**config.mk**
```make
export PLATFORM = sky130hd
export DESIGN_NAME = button_debounce_press_classifier_core
export DESIGN_NICKNAME = d
export VERILOG_FILES = /design/src/design/bdpc_pkg.sv /design/src/design/button_debounce_press_classifier_core.sv /design/src/design/bdpc_front.sv /design/src/design/bdpc_queue.sv /design/src/design/bdpc_back.sv
export SDC_FILE = /design/constraint.sdc
export NUM_CORES = 1
export LEC_CHECK = 0
export BUFFER_PORTS_ARGS = -buffer_cell sky130_fd_sc_hd__buf_2
export CORE_MARGIN = 3
export CORE_UTILIZATION = 44
export CTS_CLUSTER_SIZE = 25
export DETAILED_ROUTE_END_ITERATION = 8
export GPL_ROUTABILITY_DRIVEN = 0
export PLACE_DENSITY = 0.64
export SYNTH_ARGS = -nofsm -noshare
export SYNTH_HDL_FRONTEND = slang
export SYNTH_SLANG_ARGS = --single-unit
```
**constraint.sdc**
```tcl
create_clock -name i_clk -period 16.35 [get_ports i_clk]
set_input_delay 2.4525 -clock i_clk [delete_from_list [all_inputs] [get_ports i_clk]]
set_output_delay 2.4525 -clock i_clk [all_outputs]
set_load 0.02 [all_outputs]
```
**src/design/bdpc_pkg.sv**
```systemverilog
// bdpc_pkg: shared types and constants of the button debounce press classifier
// no dependencies; imported by every module of the block

package bdpc_pkg;

    // default number of buttons and field widths
    localparam int BUTTON_COUNT_DEF = 5;
    localparam int BUTTON_W         = 3;
    localparam int TDATA_IN_W       = 8;
    localparam int TDATA_OUT_W      = 8;
    localparam int TIME_W           = 32;
    localparam int CFG_W            = 16;
    localparam int CFG_IDX_W        = 1;

    // reset values of the configuration registers
    localparam logic [CFG_W-1:0] DEBOUNCE_RESET   = 16'd50;
    localparam logic [CFG_W-1:0] LONG_PRESS_RESET = 16'd500;

    // register indexes
    localparam logic [CFG_IDX_W-1:0] REG_DEBOUNCE   = 1'd0;
    localparam logic [CFG_IDX_W-1:0] REG_LONG_PRESS = 1'd1;

    // operation codes
    localparam logic OP_EDGE = 1'b0;
    localparam logic OP_TICK = 1'b1;

    // press kinds
    localparam logic KIND_SHORT = 1'b0;
    localparam logic KIND_LONG  = 1'b1;

    // reports per tick and command queue depth (power of two)
    localparam int MAX_RESULTS = 5;
    localparam int RES_CNT_W   = 3;
    localparam int QUEUE_DEPTH = 2;
    localparam int QUEUE_PTR_W = 1;

    // one command as it travels from front to back
    typedef struct packed {
        logic                is_tick;
        logic [BUTTON_W-1:0] button;
        logic                level;
    } t_cmd;

    // queue status seen by front and back
    typedef struct packed {
        logic full;
        logic empty;
    } t_q_stat;

endpackage

```
**src/design/button_debounce_press_classifier_core.sv**
```systemverilog
// button_debounce_press_classifier_core: top level of the press classifier
// depends on bdpc_pkg, bdpc_front, bdpc_queue and bdpc_back
//
// Usage:
//   s_axis carries one beat per event: tuser is the operation (edge or
//   one millisecond tick), tdata[2:0] the button and tdata[3] the level.
//   m_axis returns press reports: tdata[2:0] button, tuser long/short,
//   tlast marks the final report of one event.
//   The cfg channel writes the debounce time (index 0) and the long-press
//   threshold (index 1); always ready; user writes only while idle, not enforced.
// Timing:
//   The front takes a beat into a two-entry command queue.
//   An edge is dequeued in the idle state and evaluated in the edge
//   state, which loads its report into the output register.
//   A tick scans the buttons one per cycle in the scan state, then
//   emits one long report per cycle while the output is free, at most
//   five per tick, or goes back to idle when nothing reports.
// Reset and stall:
//   Reset clears the time counter, all button state and the queue, and
//   loads the configuration defaults. A stalled m_axis holds its report;
//   the back waits on the output register and the queue fills, after
//   which s_axis tready drops.

module button_debounce_press_classifier_core
    import bdpc_pkg::*;
#(
    parameter int BUTTON_COUNT = BUTTON_COUNT_DEF
) (
    input  logic                   i_clk,
    input  logic                   i_rst_n,
    input  logic                   s_axis_tvalid,
    output logic                   s_axis_tready,
    input  logic [TDATA_IN_W-1:0]  s_axis_tdata,   // [2:0] button, [3] level, rest zero
    input  logic                   s_axis_tuser,   // [0] operation
    output logic                   m_axis_tvalid,
    input  logic                   m_axis_tready,
    output logic [TDATA_OUT_W-1:0] m_axis_tdata,   // [2:0] button_id, rest zero
    output logic                   m_axis_tuser,   // [0] press_kind
    output logic                   m_axis_tlast,
    input  logic                   i_cfg_valid,
    output logic                   o_cfg_ready,
    input  logic [CFG_IDX_W-1:0]   i_cfg_index,
    input  logic [CFG_W-1:0]       i_cfg_data
);

    logic                w_push;
    t_cmd                w_cmd;
    t_cmd                w_head;
    t_q_stat             w_q_stat;
    logic                w_pop;
    logic [BUTTON_W-1:0] w_button_id;

    assign o_cfg_ready = 1'b1;

    // decode and admit events
    bdpc_front #(
        .BUTTON_COUNT (BUTTON_COUNT)
    ) u_front (
        .i_valid  (s_axis_tvalid),
        .o_ready  (s_axis_tready),
        .i_tdata  (s_axis_tdata[BUTTON_W:0]),
        .i_tuser  (s_axis_tuser),
        .i_q_stat (w_q_stat),
        .o_push   (w_push),
        .o_cmd    (w_cmd)
    );

    // command queue
    bdpc_queue u_queue (
        .i_clk   (i_clk),
        .i_rst_n (i_rst_n),
        .i_push  (w_push),
        .i_cmd   (w_cmd),
        .i_pop   (w_pop),
        .o_head  (w_head),
        .o_stat  (w_q_stat)
    );

    // press state and reports
    bdpc_back #(
        .BUTTON_COUNT (BUTTON_COUNT)
    ) u_back (
        .i_clk        (i_clk),
        .i_rst_n      (i_rst_n),
        .i_cfg_valid  (i_cfg_valid && o_cfg_ready),
        .i_cfg_index  (i_cfg_index),
        .i_cfg_data   (i_cfg_data),
        .i_head       (w_head),
        .i_q_stat     (w_q_stat),
        .o_pop        (w_pop),
        .o_valid      (m_axis_tvalid),
        .i_ready      (m_axis_tready),
        .o_button_id  (w_button_id),
        .o_press_kind (m_axis_tuser),
        .o_last       (m_axis_tlast)
    );

    assign m_axis_tdata = {{(TDATA_OUT_W-BUTTON_W){1'b0}}, w_button_id};

endmodule

```
**src/design/bdpc_front.sv**
```systemverilog
// bdpc_front: accepts input beats, decodes them into commands and drops
// edges on buttons that do not exist; depends on bdpc_pkg

module bdpc_front
    import bdpc_pkg::*;
#(
    parameter int BUTTON_COUNT = BUTTON_COUNT_DEF
) (
    input  logic       i_valid,
    output logic       o_ready,
    input  logic [3:0] i_tdata,   // [2:0] button, [3] level
    input  logic       i_tuser,   // operation
    input  t_q_stat    i_q_stat,
    output logic       o_push,
    output t_cmd       o_cmd
);

    logic w_in_range;

    // accept whenever the queue has room
    assign o_ready = !i_q_stat.full;

    // classify the beat
    assign w_in_range = ({1'b0, i_tdata[BUTTON_W-1:0]} < (BUTTON_W+1)'(BUTTON_COUNT));

    always_comb begin
        o_cmd.is_tick = (i_tuser == OP_TICK);
        o_cmd.button  = i_tdata[BUTTON_W-1:0];
        o_cmd.level   = i_tdata[BUTTON_W];
    end

    // ticks always go on, edges only for existing buttons
    assign o_push = i_valid && o_ready && (o_cmd.is_tick || w_in_range);

endmodule

```
**src/design/bdpc_queue.sv**
```systemverilog
// bdpc_queue: short command queue between front and back
// depends on bdpc_pkg

module bdpc_queue
    import bdpc_pkg::*;
(
    input  logic    i_clk,
    input  logic    i_rst_n,
    input  logic    i_push,
    input  t_cmd    i_cmd,
    input  logic    i_pop,
    output t_cmd    o_head,
    output t_q_stat o_stat
);

    t_cmd                   r_mem [QUEUE_DEPTH];
    logic [QUEUE_PTR_W-1:0] r_wr_ptr;
    logic [QUEUE_PTR_W-1:0] r_rd_ptr;
    logic [QUEUE_PTR_W:0]   r_count;

    // storage
    always_ff @(posedge i_clk) begin
        if (i_push) begin
            r_mem[r_wr_ptr] <= i_cmd;
        end
    end

    // pointers and fill count
    always_ff @(posedge i_clk) begin
        if (!i_rst_n) begin
            r_wr_ptr <= '0;
            r_rd_ptr <= '0;
            r_count  <= '0;
        end else begin
            if (i_push) begin
                r_wr_ptr <= r_wr_ptr + 1'b1;
            end
            if (i_pop) begin
                r_rd_ptr <= r_rd_ptr + 1'b1;
            end
            if (i_push && !i_pop) begin
                r_count <= r_count + 1'b1;
            end else if (i_pop && !i_push) begin
                r_count <= r_count - 1'b1;
            end
        end
    end

    assign o_head       = r_mem[r_rd_ptr];
    assign o_stat.full  = (r_count == (QUEUE_PTR_W+1)'(QUEUE_DEPTH));
    assign o_stat.empty = (r_count == '0);

endmodule

```
**src/design/bdpc_back.sv**
```systemverilog
// bdpc_back: press state per button, tick scan and report output register
// depends on bdpc_pkg; takes commands from bdpc_queue

module bdpc_back
    import bdpc_pkg::*;
#(
    parameter int BUTTON_COUNT = BUTTON_COUNT_DEF
) (
    input  logic                   i_clk,
    input  logic                   i_rst_n,
    input  logic                   i_cfg_valid,
    input  logic [CFG_IDX_W-1:0]   i_cfg_index,
    input  logic [CFG_W-1:0]       i_cfg_data,
    input  t_cmd                   i_head,
    input  t_q_stat                i_q_stat,
    output logic                   o_pop,
    output logic                   o_valid,
    input  logic                   i_ready,
    output logic [BUTTON_W-1:0]    o_button_id,
    output logic                   o_press_kind,
    output logic                   o_last
);

    localparam int IDX_W = (BUTTON_COUNT > 1) ? $clog2(BUTTON_COUNT) : 1;

    typedef enum logic [3:0] {
        ST_IDLE = 4'b0001,
        ST_EDGE = 4'b0010,
        ST_SCAN = 4'b0100,
        ST_EMIT = 4'b1000
    } t_state;

    t_state                  r_state;
    t_state                  n_state;
    t_cmd                    r_cmd;
    logic [CFG_W-1:0]        r_debounce;
    logic [CFG_W-1:0]        r_long_press;
    logic [TIME_W-1:0]       r_now;
    logic [TIME_W-1:0]       r_last_edge   [BUTTON_COUNT];
    logic [TIME_W-1:0]       r_press_start [BUTTON_COUNT];
    logic [BUTTON_COUNT-1:0] r_pressed;
    logic [BUTTON_COUNT-1:0] r_long_sent;
    logic [BUTTON_COUNT-1:0] r_mask;
    logic [IDX_W-1:0]        r_idx;
    logic [RES_CNT_W-1:0]    r_cnt;
    logic                    r_out_valid;
    logic [BUTTON_W-1:0]     r_out_id;
    logic                    r_out_kind;
    logic                    r_out_last;

    logic                    w_out_free;
    logic                    w_out_load;
    logic [IDX_W-1:0]        w_eb;
    logic [TIME_W-1:0]       w_since_edge;
    logic [TIME_W-1:0]       w_held_edge;
    logic                    w_edge_ok;
    logic                    w_edge_long;
    logic                    w_edge_report;
    logic [TIME_W-1:0]       w_held_scan;
    logic                    w_scan_hit;
    logic [IDX_W-1:0]        w_low;
    logic [BUTTON_COUNT-1:0] w_rem;
    logic                    w_emit_last;

    assign w_out_free = !r_out_valid || i_ready;

    // edge evaluation on the latched command
    assign w_eb          = r_cmd.button[IDX_W-1:0];
    assign w_since_edge  = r_now - r_last_edge[w_eb];
    assign w_held_edge   = r_now - r_press_start[w_eb];
    assign w_edge_ok     = (w_since_edge > {{(TIME_W-CFG_W){1'b0}}, r_debounce});
    assign w_edge_long   = (w_held_edge >= {{(TIME_W-CFG_W){1'b0}}, r_long_press});
    assign w_edge_report = w_edge_ok && !r_cmd.level && r_pressed[w_eb] && !r_long_sent[w_eb];

    // one button per cycle during the tick scan
    assign w_held_scan = r_now - r_press_start[r_idx];
    assign w_scan_hit  = r_pressed[r_idx] && !r_long_sent[r_idx] &&
                         (w_held_scan >= {{(TIME_W-CFG_W){1'b0}}, r_long_press});

    // lowest pending long report
    always_comb begin
        w_low = '0;
        for (int i = BUTTON_COUNT - 1; i >= 0; i--) begin
            if (r_mask[i]) begin
                w_low = IDX_W'(i);
            end
        end
    end

    always_comb begin
        for (int i = 0; i < BUTTON_COUNT; i++) begin
            w_rem[i] = r_mask[i] && (w_low != IDX_W'(i));
        end
    end

    assign w_emit_last = (w_rem == '0) || (r_cnt == RES_CNT_W'(MAX_RESULTS - 1));

    // a new report enters the output register
    assign w_out_load = w_out_free &&
                        (((r_state == ST_EDGE) && w_edge_report) ||
                         ((r_state == ST_EMIT) && (r_mask != '0)));

    // sequencer
    always_comb begin
        n_state = r_state;
        o_pop   = 1'b0;
        case (r_state)
            ST_IDLE: begin
                if (!i_q_stat.empty) begin
                    o_pop   = 1'b1;
                    n_state = i_head.is_tick ? ST_SCAN : ST_EDGE;
                end
            end
            ST_EDGE: begin
                if (!w_edge_report || w_out_free) begin
                    n_state = ST_IDLE;
                end
            end
            ST_SCAN: begin
                if (r_idx == IDX_W'(BUTTON_COUNT - 1)) begin
                    n_state = ST_EMIT;
                end
            end
            ST_EMIT: begin
                if (r_mask == '0) begin
                    n_state = ST_IDLE;
                end else if (w_out_free && w_emit_last) begin
                    n_state = ST_IDLE;
                end
            end
            default: n_state = ST_IDLE;
        endcase
    end

    // control, configuration and button state
    always_ff @(posedge i_clk) begin
        if (!i_rst_n) begin
            r_state      <= ST_IDLE;
            r_debounce   <= DEBOUNCE_RESET;
            r_long_press <= LONG_PRESS_RESET;
            r_now        <= '0;
            r_pressed    <= '0;
            r_long_sent  <= '0;
            r_mask       <= '0;
            r_idx        <= '0;
            r_cnt        <= '0;
            r_out_valid  <= 1'b0;
            for (int i = 0; i < BUTTON_COUNT; i++) begin
                r_last_edge[i]   <= '0;
                r_press_start[i] <= '0;
            end
        end else begin
            r_state <= n_state;

            if (i_cfg_valid) begin
                if (i_cfg_index == REG_DEBOUNCE) begin
                    r_debounce <= i_cfg_data;
                end else if (i_cfg_index == REG_LONG_PRESS) begin
                    r_long_press <= i_cfg_data;
                end
            end

            // output register: loads a new report or drops a taken one
            r_out_valid <= w_out_load || (r_out_valid && !i_ready);

            case (r_state)
                ST_IDLE: begin
                    if (o_pop) begin
                        r_cmd <= i_head;
                        r_idx <= '0;
                        r_cnt <= '0;
                        if (i_head.is_tick) begin
                            r_now <= r_now + 1'b1;
                        end
                    end
                end
                ST_EDGE: begin
                    if (w_edge_ok && (!w_edge_report || w_out_free)) begin
                        r_last_edge[w_eb] <= r_now;
                        if (r_cmd.level) begin
                            r_pressed[w_eb]     <= 1'b1;
                            r_press_start[w_eb] <= r_now;
                            r_long_sent[w_eb]   <= 1'b0;
                        end else if (r_pressed[w_eb]) begin
                            r_pressed[w_eb]   <= 1'b0;
                            r_long_sent[w_eb] <= 1'b0;
                        end
                        if (w_edge_report) begin
                            r_out_id    <= r_cmd.button;
                            r_out_kind  <= w_edge_long ? KIND_LONG : KIND_SHORT;
                            r_out_last  <= 1'b1;
                        end
                    end
                end
                ST_SCAN: begin
                    r_mask[r_idx] <= w_scan_hit;
                    r_idx         <= r_idx + 1'b1;
                end
                ST_EMIT: begin
                    if (r_mask != '0 && w_out_free) begin
                        r_out_id           <= BUTTON_W'(w_low);
                        r_out_kind         <= KIND_LONG;
                        r_out_last         <= w_emit_last;
                        r_long_sent[w_low] <= 1'b1;
                        r_mask             <= w_emit_last ? '0 : w_rem;
                        r_cnt              <= r_cnt + 1'b1;
                    end
                end
                default: ;
            endcase
        end
    end

    assign o_valid      = r_out_valid;
    assign o_button_id  = r_out_id;
    assign o_press_kind = r_out_kind;
    assign o_last       = r_out_last;

endmodule

```
==> results of run 1 <==
-- per-layer routing --
metal	vias up	GRT usage (%)	wire (µm)
met5	-	0	0
met4	0	7.20	2750
met3	196	3.45	7290
met2	1082	36.6	43100
met1	11824	30.9	38200
li1	10633	-	-
-- where the power goes --
group          total [mW]  internal [mW]  switching (mW)
registers            1.88           1.80          0.0836
logic                1.41          0.631           0.782
clock network        1.56          0.911           0.653
-- final cells by class --
cell class | count | area (µm²) | area share [%]
sequential | 632 | 18000 | 47.5
multi-input combinational | 1945 | 15400 | 40.7
clock buffer | 87 | 1900 | 5.02
tap | 1030 | 1290 | 3.41
timing repair buffer | 91 | 601 | 1.59
clock inverter | 44 | 368 | 0.972
inverter | 75 | 282 | 0.744
-- sequential cells by signal (all words and copies together), names as in the netlist, 2 cells and up, named ones only --
signal and cells:
u_back.r_debounce 16, u_back.r_long_sent 5, u_back.r_state 4, u_back.r_press_start 256, u_back.r_last_edge 256, u_back.r_idx 3, u_queue.r_count 2, u_queue.r_mem 10
u_back.r_now 32, u_back.r_long_press 16, u_back.w_eb 3, u_back.r_mask 5, u_back.r_cnt 3, u_back.o_button_id 3
-- tightest hold or removal path: cells and delay by family (launching register included) --
kind | cells | cell delay [ns]
AND/OR/NAND/NOR | 1 | 0.05
AO/OA/AOI/OAI | 1 | 0.05
flip-flops | 1 | 0.31
-- layout by cell type, fill, tap and decap left out, types with 14 or more instances in the layout --
cell       synthesis  layout
nor3_1            29      26
or3_1             14      14
nor2b_1           23      23
mux2i_1          108     108
clkinv_2           0      14
and3_1            22      22
nand3_1           39      38
o211ai_1          24      24
a21o_1            37      37
xor2_1            36      36
o21a_1            19      19
a21oi_1          152     152
xnor2_1           50      50
mux2_2            14      14
mux4_2           194     194
ha_1             149     149
inv_1             74      74
clkbuf_16          0      73
nand2b_1          20      20
nand4_1           31      31
dfxtp_1          101      95
nand2_1          243     240
nor2_1           448     444
edfxtp_1         531     531
clkinv_1           0      14
a31oi_1           21      21
o21ai_0           90      86
buf_2             20      33
buf_4             25      58
-- logic make-up after synthesis --
kind of cell               share of synthesized area [%]
AOI/OAI and AO/OA                                   8.35
xor gates and xnor gates                            2.20
adders and majority gates                           5.66
buffers and inverters                               2.73
DFF                                                 52.6
muxes                                               16.4
other                                             0.0220
and+or+nand+nor                                     12.1
-- metrics by stage --
step	setup WS [ns]	util (%)	hold WS, ns	cells
after floorplan	8.29	-	0.436	2794
after global placement	7.17	46.5	0.453	3773
after detailed placement	7.15	46.5	0.453	3773
after CTS	7.12	49.5	0.461	3904
after global routing	6.53	49.5	0.478	3904
final	7.08	49.5	0.463	3904
-- path summary, 6_finish.rpt --
check,startpoint,endpoint,slack (ns)
setup / recovery,register,u_back.r_press_start[4][10],7.08
hold / removal,u_back.r_debounce[15],u_back.r_debounce[15],0.46
setup reg to reg,register,u_back.r_press_start[4][10],7.08
hold reg to reg,u_back.r_debounce[15],u_back.r_debounce[15],0.46
==> results.py, run 1 <==
metrics = {
    "run_status": {
        "status": "complete, no violations",
    },
    "worst_setup_path": {
        "worst_path_largest_cell_delay_ns": 0.79,
        "cp_num_buf_inv": 4,
        "critical-path-top-delay-family": "compound AO/OA/AOI/OAI gates",
        "r2r_cells": 24,
        "crit_path_frequent_cell": "buf_4",
        "crit_chain": "buf_4, mux4_2, mux2_2, ha_1, fa_1, nand2b_1, a21o_1, a21oi_1, nor2_1, xnor2_1, ha_1, o21ai_0, nor2_1, a211oi_1, o2bb2ai_1, nor4_2, o2111ai_1, a2111oi_2, nand4_1, buf_4, nand2_2, buf_4, o21ai_4, buf_4",
        "critPathMaxFanout": 39,
        "critPathLaunchType": "register",
        "critPathRequiredTime_ns": 16.62,
        "cp.depth": 24,
        "cpMaxStageDelayCell": "buf_4",
        "worstPathArrival_ns": 9.54,
        "worst-setup-path-type": "reg2reg",
        "cp-end-kind": "register",
    },
    "global_route": {
        "grt_overflow_total": 0,
        "antenna_found_initial": 0,
        "grt_pass1_wl_um": 140000,
        "grt_max_degree": 72,
        "grt_pass1_vias": 24060,
        "grt_use_total_pct": 22.4,
    },
    "clock_network": {
        "cts_root_buffer": "clkbuf_16",
        "clkTransAtPathRegs_ns": 0.06,
        "cts_resized": 0,
        "ctsLongestPathBuffers": 3,
        "postCtsHoldBufs": 0,
        "post-cts-setup-buffers": 0,
        "numCtsBuffers": 72,
        "htree_levels": 3,
        "tritoncts": "built",
        "clkSinkCount": 632,
        "worst_skew_pair.late_latency_ns": 0.61,
    },
    "die": {
        "ioPinCount": 44,
        "num_rows": 101,
        "die_w_um": 285,
        "initial_core_util_pct": 44.7,
        "fp.dieArea_mm2": 0.0811,
        "die_h_um": 285,
        "core-area_mm2": 0.0765,
    },
    "synth": {
        "synth_cells": 2790,
        "synthDistinctLibCells": 82,
        "ys_warn_count": 0,
        "synth_top_area_share_pct": 46.6,
        "netlist_area_mm2": 0.0342,
        "synth_edf_count": 531,
        "synth_area_per_cell_um2": 12.3,
        "ys_ff_latch": 632,
        "synth_largest_area_cell": "edfxtp_1",
        "synthMostInstantiatedCell": "edfxtp_1",
        "synth_ff_type": "edfxtp_1",
        "ys_top_cells_by_count": "531 x edfxtp_1, 448 x nor2_1, 243 x nand2_1, 194 x mux4_2, 152 x a21oi_1",
        "ys_async_sr_fraction_pct": 0,
        "synth-seq-area-share_pct": 52.6,
        "synth_area_leaders": "edfxtp_1 47%, mux4_2 13%, dfxtp_1 5.9%, ha_1 5.5%, nor2_1 4.9%",
    },
    "timing": {
        "slew_viol_final": 0,
        "max_slew_margin_pct": 25.6,
        "fmax_ghz": 0.108,
        "setup_viol": 0,
        "setup_tns_ns": 0,
        "finalCritPeriodShare_pct": 56.7,
        "hold_viol_final": 0,
        "finClkSkew_ns": 0.0221,
        "worst_pin_slew_ns": 1.11,
        "rsz0062_at_grt": "no",
        "period_needed_ns": 9.27,
    },
    "drt": {
        "routed_wl_um": 91400,
        "wl_per_cell_um": 23.4,
        "drt_iter0_drc": 2475,
        "drc_errors": 0,
        "postRouteAntennaNets": 0,
        "dr.pass1.iters": 5,
        "routed_via_density": 6.08,
        "vias": 23735,
    },
    "min_path": {
        "hold_path.class": "reg2reg",
        "hold_path_depth": 2,
    },
    "pwr": {
        "vdd_ir_drop_max_v": 0.0000822,
        "power_mw": 4.86,
        "p_leak_nw": 13.3,
        "powerDensity_mw_per_mm2": 128,
    },
    "run": {
        "maxCapViolCount": 0,
    },
    "layout": {
        "synthToLayoutAreaGrowth_pct": 10.7,
        "diodes": 0,
        "fillers": 6652,
        "fin_area_mm2": 0.0378,
        "nNetsFinal": 3000,
        "drive_gt1_share_pct": 15.4,
    },
    "placed_design": {
        "dpl-instance-area_mm2": 0.0356,
        "port-buffer-count": 33,
        "dpl.hpwl_um": 57200,
    },
}
Power figures use the tool's default switching activity.
==> inputs of run 2 (changes only) <==
==> constraint.sdc (replaced) <==
create_clock -name i_clk -period 9.7 [get_ports i_clk]
set_input_delay 1.455 -clock i_clk [delete_from_list [all_inputs] [get_ports i_clk]]
set_output_delay 1.455 -clock i_clk [all_outputs]
set_load 0.02 [all_outputs]
==> results.py, run 2 (synthesis gave the netlist of run 1 again) <==
metrics = {
    "worst_setup_path": {
        "critical-path-top-delay-family": "compound AO/OA/AOI/OAI gates",
        "reg2reg_to": "u_back.r_last_edge[3][16]",
        "worst_path_largest_cell_delay_ns": 0.85,
        "cp_num_buf_inv": 3,
        "crit_path_frequent_cell": "buf_4",
        "r2r_cells": 23,
        "critPathMaxFanout": 26,
        "worstPathArrival_ns": 8.65,
        "cp-end-kind": "register",
        "crit_chain": "buf_4, mux4_2, mux2i_1, ha_1, a21oi_1, nand2_1, o21ai_0, a31oi_1, a21o_1, a21oi_1, xnor2_1, ha_1, and4_1, a211oi_1, o2bb2ai_1, nor4_2, o2111ai_1, a2111oi_2, nand4_1, buf_4, nand4_1, nand2_1, buf_4",
        "r2r_setup_slack_ns": 1.40,
        "worst-setup-path-type": "reg2reg",
        "cpMaxStageDelayCell": "nand2_1",
        "critPathLaunchType": "register",
        "critPathRequiredTime_ns": 10.04,
    },
    "global_route": {
        "grt_use_total_pct": 22.7,
        "grt_overflow_total": 0,
        "grt_max_degree": 72,
        "antenna_found_initial": 0,
        "grt_pass1_vias": 24273,
        "grt_pass1_wl_um": 141000,
    },
    "layout": {
        "mostFrequentLayoutCells": "531 x edfxtp_1, 444 x nor2_1, 240 x nand2_1",
        "nNetsFinal": 3011,
        "reg.largest.list": "u_back.r_last_edge (256), u_back.r_press_start (256), u_back.r_now (32)",
        "synthToLayoutAreaGrowth_pct": 10.8,
        "stdcell_count": 3912,
        "fin_area_mm2": 0.0379,
        "layout_commonest_cell": "edfxtp_1",
        "drive_gt1_share_pct": 15.6,
        "fin_util_pct": 49.5,
        "diodes": 0,
    },
    "timing": {
        "rsz0062_at_grt": "no",
        "slew_viol_final": 0,
        "whs_ns": 0.459,
        "max_slew_margin_pct": 2.96,
        "setup_tns_ns": 0,
        "finalCritPeriodShare_pct": 85.6,
        "setup_slack_ns": 1.40,
        "setup_viol": 0,
        "hold_viol_final": 0,
        "worst_pin_slew_ns": 1.45,
        "period_needed_ns": 8.30,
        "fmax_ghz": 0.120,
        "finClkSkew_ns": 0.0157,
    },
    "placed_design": {
        "dp_worst_setup_slack_ns": 1.50,
        "dp.cells": 3786,
        "dpl.hpwl_um": 59200,
        "dpl-instance-area_mm2": 0.0357,
        "port-buffer-count": 33,
    },
    "die": {
        "fp.dieArea_mm2": 0.0811,
        "num_rows": 101,
        "core-area_mm2": 0.0765,
        "die_w_um": 285,
        "initial_core_util_pct": 44.7,
        "die_h_um": 285,
        "ioPinCount": 44,
    },
    "drt": {
        "routed_wl_um": 92800,
        "vias": 23903,
        "routed_via_density": 6.11,
        "postRouteAntennaNets": 0,
        "drc_errors": 0,
        "wl_per_cell_um": 23.7,
        "dr.pass1.iters": 6,
        "drt_iter0_drc": 2435,
    },
    "pwr": {
        "vdd_ir_drop_max_v": 0.000154,
        "p_leak_nw": 13.3,
        "power_mw": 8.13,
        "powerDensity_mw_per_mm2": 215,
    },
    "min_path": {
        "hold_path.class": "reg2reg",
        "whs_endpoint": "u_back.r_debounce[9]",
        "hold_path_depth": 2,
        "hp-start": "u_back.r_debounce[9]",
    },
    "run": {
        "maxCapViolCount": 0,
    },
    "clock_network": {
        "worst_skew_pair.late_latency_ns": 0.62,
        "ctsLongestPathBuffers": 3,
        "clkTransAtPathRegs_ns": 0.06,
        "clkSinkCount": 632,
        "cts_root_buffer": "clkbuf_16",
        "tritoncts": "built",
        "postCtsHoldBufs": 0,
        "cts_resized": 0,
        "htree_levels": 3,
        "post-cts-setup-buffers": 0,
        "numCtsBuffers": 70,
    },
    "run_status": {
        "status": "complete, no violations",
    },
}
==> run 2: changes by cell type in the layout (fill, tap and decap cells not counted), moves of 2 or more <==
cell,change
clkinv_1,-4
bufinv_16,-3
clkbuf_1,+6
buf_4,+11
buf_12,+2
clkbuf_8,+3
clkinv_2,-3
inv_6,-3
==> run 2: worst max-delay path by stage <==
stage / from / end / slack (ns) / depth (start not counted)
after floorplan: register / u_back.r_press_start[3][0] / 1.64 / 24
after global placement: register / u_back.r_last_edge[3][16] / 1.71 / 23
after detailed placement: register / u_back.r_last_edge[3][16] / 1.50 / 23
after CTS: register / u_back.r_last_edge[3][20] / 1.48 / 23
after global routing: register / u_back.r_last_edge[3][20] / 1.0 / 23
final: register / u_back.r_last_edge[3][16] / 1.40 / 23
==> run 2: power breakdown <==
part           switching [mW]  internal (mW)  leakage (nW)  total (mW)
registers               0.146           3.03          6.07        3.17
clock network            1.08           1.47          1.07        2.56
logic                    1.33           1.07          6.14        2.40
total                    2.56           5.57          13.3        8.13
==> run 2: area by class of cell <==
type                       count  area [µm²]
multi-input combinational   1945       15400
fill                        6643       38600
clock inverter                29         210
inverter                      75         282
clock buffer                  97        1970
sequential                   632       18000
tap                         1030        1290
timing repair buffer         104         723
==> run 2: layer usage <==
metal,vias up,global-route usage [%],routed length (µm)
met5,-,0,0
met4,0,7.39,2820
met3,161,3.40,7230
met2,1052,37.4,44300
met1,12035,31.0,38500
li1,10655,-,-
==> run 2: worst min-delay path: stages (launching register included) <==
cell,delay [ns]
dfxtp_1,0.31
nand2_1,0.05
a21oi_1,0.05
